==> config.mk <==
export PLATFORM = sky130hd
export DESIGN_NAME = gfc_sweep
export DESIGN_NICKNAME = d
export VERILOG_FILES = /design/src/design/assert_macros.svh /design/src/design/gfc_sweep.sv
export SDC_FILE = /design/constraint.sdc
export NUM_CORES = 1
export LEC_CHECK = 0
export ABC_AREA = 1
export CORE_MARGIN = 3
export CORE_UTILIZATION = 25
export CTS_BUF_LIST = sky130_fd_sc_hd__clkbuf_16
export DETAILED_ROUTE_END_ITERATION = 10
export DONT_BUFFER_PORTS = 1
export PLACE_DENSITY = 0.39
export SYNTH_ARGS = -nofsm -noshare
export SYNTH_HDL_FRONTEND = slang
export SYNTH_SLANG_ARGS = --single-unit
export TNS_END_PERCENT = 100
==> constraint.sdc <==
create_clock -name clk -period 4.85 [get_ports clk]
set_clock_uncertainty 0.05 [all_clocks]
set_input_delay 0.7275 -clock clk [delete_from_list [all_inputs] [get_ports clk]]
set_output_delay 0.7275 -clock clk [all_outputs]
set_load 0.03 [all_outputs]
==> src/design/assert_macros.svh <==
// Assertion macros shared by the compositor RTL.
// Each macro expects clk and rst_n to be visible where it is used.
`ifndef ASSERT_MACROS_SVH
`define ASSERT_MACROS_SVH

// The consequent must hold in the same cycle as the antecedent.
`define GFC_ASSERT_IMP(label, ante, cons) \
    label: assert property (@(posedge clk) disable iff (!rst_n) (ante) |-> (cons)) \
        else $error("compositor assertion failed");

// The consequent must hold in the cycle after the antecedent.
`define GFC_ASSERT_NEXT(label, ante, cons) \
    label: assert property (@(posedge clk) disable iff (!rst_n) (ante) |=> (cons)) \
        else $error("compositor assertion failed");

// The condition must never be true.
`define GFC_ASSERT_NEVER(label, cond) \
    label: assert property (@(posedge clk) disable iff (!rst_n) !(cond)) \
        else $error("compositor assertion failed");

`endif

==> src/design/gfc_sweep.sv <==
// Raster address walker over a clipped canvas rectangle, one address a cycle.
// Used by the compositor top level for clears, disposal and save passes.
`default_nettype none

module gfc_sweep #(
    parameter int MAX_W = 256,
    parameter int MAX_H = 256
) (
    input  wire logic                               clk,
    input  wire logic                               rst_n,
    input  wire logic                               start,
    input  wire logic [$clog2(MAX_W)-1:0]           x0,
    input  wire logic [$clog2(MAX_W+1)-1:0]         x1,
    input  wire logic [$clog2(MAX_H)-1:0]           y0,
    input  wire logic [$clog2(MAX_H+1)-1:0]         y1,
    output      logic                               busy,
    output      logic [$clog2(MAX_W*MAX_H)-1:0]     addr
);

    localparam int XW  = $clog2(MAX_W);
    localparam int XW1 = $clog2(MAX_W + 1);
    localparam int YW  = $clog2(MAX_H);
    localparam int YW1 = $clog2(MAX_H + 1);
    localparam int AW  = $clog2(MAX_W * MAX_H);

    logic           busy_reg;
    logic [XW-1:0]  x_reg;
    logic [XW-1:0]  xs_reg;
    logic [XW1-1:0] xe_reg;
    logic [YW-1:0]  y_reg;
    logic [YW1-1:0] ye_reg;
    logic [AW-1:0]  base_reg;
    logic           row_end;
    logic           last_row;

    assign row_end  = (XW1'(x_reg) + XW1'(1)) == xe_reg;
    assign last_row = (YW1'(y_reg) + YW1'(1)) == ye_reg;

    // Control: the walker runs until the last address of the last row.
    always_ff @(posedge clk or negedge rst_n)
    begin
        if (!rst_n)
        begin
            busy_reg <= 1'b0;
        end
        else if (start)
        begin
            busy_reg <= 1'b1;
        end
        else if (busy_reg && row_end && last_row)
        begin
            busy_reg <= 1'b0;
        end
    end

    // Position counters; the row base steps by the canvas pitch.
    always_ff @(posedge clk)
    begin
        if (start)
        begin
            x_reg    <= x0;
            xs_reg   <= x0;
            xe_reg   <= x1;
            y_reg    <= y0;
            ye_reg   <= y1;
            base_reg <= AW'(AW'(y0) * AW'(MAX_W));
        end
        else if (busy_reg)
        begin
            if (row_end)
            begin
                x_reg    <= xs_reg;
                y_reg    <= y_reg + YW'(1);
                base_reg <= base_reg + AW'(MAX_W);
            end
            else
            begin
                x_reg <= x_reg + XW'(1);
            end
        end
    end

    assign busy = busy_reg;
    assign addr = base_reg + AW'(x_reg);

endmodule

`default_nettype wire

==> results_dict.tcl <==
set metrics [dict create \
    drv_slew 0 \
    syn_avg_cell_area_um2 8.90 \
    first_pass_iters 4 \
    grtUsageTotal 0.115 \
    path_clk_slew_ps 70 \
    remaining_drc_errors 0 \
    fin_crit_sh 0.554 \
    status "complete, no violations" \
    timing.fmax_mhz 372 \
    antenna_found_initial 0 \
    antenna_cells 0 \
    cts_root_buf "clkbuf_16" \
    initialDrtViolationCount 125 \
    synth_nets 354 \
    ff2ff_path_depth 12 \
    io_pins 54 \
    die-area_um2 12500 \
    viasPerCell 4.43 \
    cts-resized-gates 0 \
    core_um2 10600 \
    cts_tree "done" \
    drive_above_1_share 0.0846 \
    multiInputGateArea_um2 1060 \
    final-seq-area_um2 1530 \
    final_nets 358 \
    synth-seq-cells 51 \
    maxCapViolCount 0 \
    syn_inst 314 \
    max-slew-margin-rel 0.646 \
    cts_sinks 51 \
    die_w_um 112 \
    grt_pass1_wl_um 11100 \
    critPathKind "reg2reg" \
    netlist_area_um2 2790 \
    wl_met2_um 3110 \
    hold_viol_final 0 \
    place_hpwl_um 5120 \
    row_count 37 \
    via_count 2015 \
    cts_buffer_depth 2 \
    grt_pass1_vias 2012 \
    wl_per_cell_um 15.2 \
    end_kind "flip-flop" \
    htree_levels 2 \
    cp_max_fo 16 \
    holdBufCountCts 0 \
    syn_to_final_growth_pct 11.3 \
    hp-class "in2async" \
    antenna_left 0 \
    die_h_um 112 \
    rsz0062_at_grt "false" \
    synthesis.yosys.warnings 0 \
    setup_slack_ps 2160 \
    cts_made_buffers 5 \
    synth_cell_type_count 28 \
    n_fill_cell 1115 \
    dp_slack_ps 2150 \
    grt_max_degree 57 \
    finalCriticalPeriod_ps 2690 \
    synth_seq_area_share 0.546 \
    critical_path_required_ps 4790 \
    insertion_delay_ps 300 \
    wl_um 6920 \
    power_density_nw_per_um2 371 \
    met3WireLength_um 472 \
    wl_met1_um 3240 \
    p_leak_nw 1.35 \
    port_buffers 0 \
    start_kind "flip-flop" \
    peakVddDrop_v 0.000145 \
    post_cts_buffers 0 \
    highest_layer "met4" \
    setup_viol_count_final 0 \
    setup_tns_ps 0 \
    arrival_ps 2630 \
    place_congestion 0.765 \
    worstMarginPinSlew_ps 530 \
    start_util 0.264 \
    overflow 0 \
]
==> through the flow <==
step,hold WS [ps],cell area (um2),util,cells,power (mW)
after global routing,49.6,3110,0.293,455,1.22
final,67.4,3110,0.293,455,1.15
after detailed placement,382,2940,0.277,447,0.745
after global placement,382,2940,0.277,447,0.745
after floorplan,382,2790,-,314,0.707
after CTS,59.1,3110,0.293,455,1.17
==> per-layer routing <==
layer,global-route usage,vias to the layer above
met3,0.0413,7
met5,0,-
li1,-,1041
met1,0.149,914
met2,0.178,53
met4,0.0389,0
==> logic make-up (layout without fill, tap and decap cells) <==
logic type               after synthesis  in the layout  synth area share
buffers and inverters                 50             55            0.0734
adder cells (fa/ha/maj)                3              3            0.0134
XOR/XNOR                               4              4            0.0125
AO/OA/AOI/OAI                         22             22            0.0430
flip-flops                            51             51             0.546
AND/OR/NAND/NOR                      184            184             0.311
==> layout by cell type (no fill, tap or decap), types with 2 or more instances in the layout <==
master,instances
nand4_1,6
nand2_2,4
o21ai_0,15
a21oi_1,3
nor2_4,2
clkbuf_16,5
nand3_1,36
inv_2,2
nand3_2,3
edfxtp_1,50
nand3b_1,6
inv_1,44
ha_1,3
nand2_1,100
o21bai_1,3
nor2_1,18
nor2_2,4
xor2_1,3
==> synth_stat cells <==
cell type | instances | area share
nand2_1 | 100 | 0.13
edfxtp_1 | 50 | 0.54
inv_1 | 44 | 0.059
nand3_1 | 36 | 0.064
nor2_1 | 18 | 0.024
o21ai_0 | 15 | 0.027
nand3b_1 | 6 | 0.016
nand4_1 | 6 | 0.013
nand2_2 | 4 | 0.0090
nor2_2 | 4 | 0.0090
a21oi_1 | 3 | 0.0054
ha_1 | 3 | 0.013
nand3_2 | 3 | 0.011
o21bai_1 | 3 | 0.0081
xor2_1 | 3 | 0.0094
clkbuf_1 | 2 | 0.0027
inv_2 | 2 | 0.0027
nor2_4 | 2 | 0.0081
and2_1 | 1 | 0.0022
and3_1 | 1 | 0.0022
buf_6 | 1 | 0.0040
clkbuf_8 | 1 | 0.0049
dfrtp_1 | 1 | 0.0090
nand2_4 | 1 | 0.0040
nand3_4 | 1 | 0.0063
nor2_8 | 1 | 0.0072
o31ai_1 | 1 | 0.0027
xnor2_1 | 1 | 0.0031
==> report_power, final <==
group	total, mW	switching (mW)	internal (mW)
sequential	0.595	0.0646	0.530
combinational	0.138	0.0879	0.0499
clock	0.422	0.176	0.246
total	1.15	0.329	0.826
==> final timing paths <==
path                                startpoint                endpoint  slack, ps
setup / recovery            x_reg[0]$_DFFE_PP_  base_reg[14]$_DFFE_PP_       2160
hold reg to reg            xs_reg[5]$_DFFE_PP_      x_reg[5]$_DFFE_PP_        620
hold / removal                           rst_n        busy$_DFFE_PN0P_         70
min in group clk                         y1[2]     ye_reg[2]$_DFFE_PP_        470
max in group asynchronous                rst_n        busy$_DFFE_PN0P_       4620
setup reg to reg            x_reg[0]$_DFFE_PP_  base_reg[14]$_DFFE_PP_       2160
==> cell type report <==
cell class / count / area share
clock inverters: 3 / 0.0149
flip-flops and latches: 51 / 0.491
clock buffers: 5 / 0.0402
repair buffers: 1 / 0.00241
multi-input cells: 213 / 0.342
well taps: 136 / 0.0547
inverters: 46 / 0.0555
==> critical path: stages, from the launching register on <==
cell and delay [ps]:
edfxtp_1 680, ha_1 320, nand2_2 110, inv_2 110, nand3_2 80, nand2_2 80
nand2_2 60, nand2_1 90, nand3_4 90, nor2_8 190, nand2_4 120, a21oi_1 140
buf_4 260
Note: power is estimated with default switching activity, not from simulation.
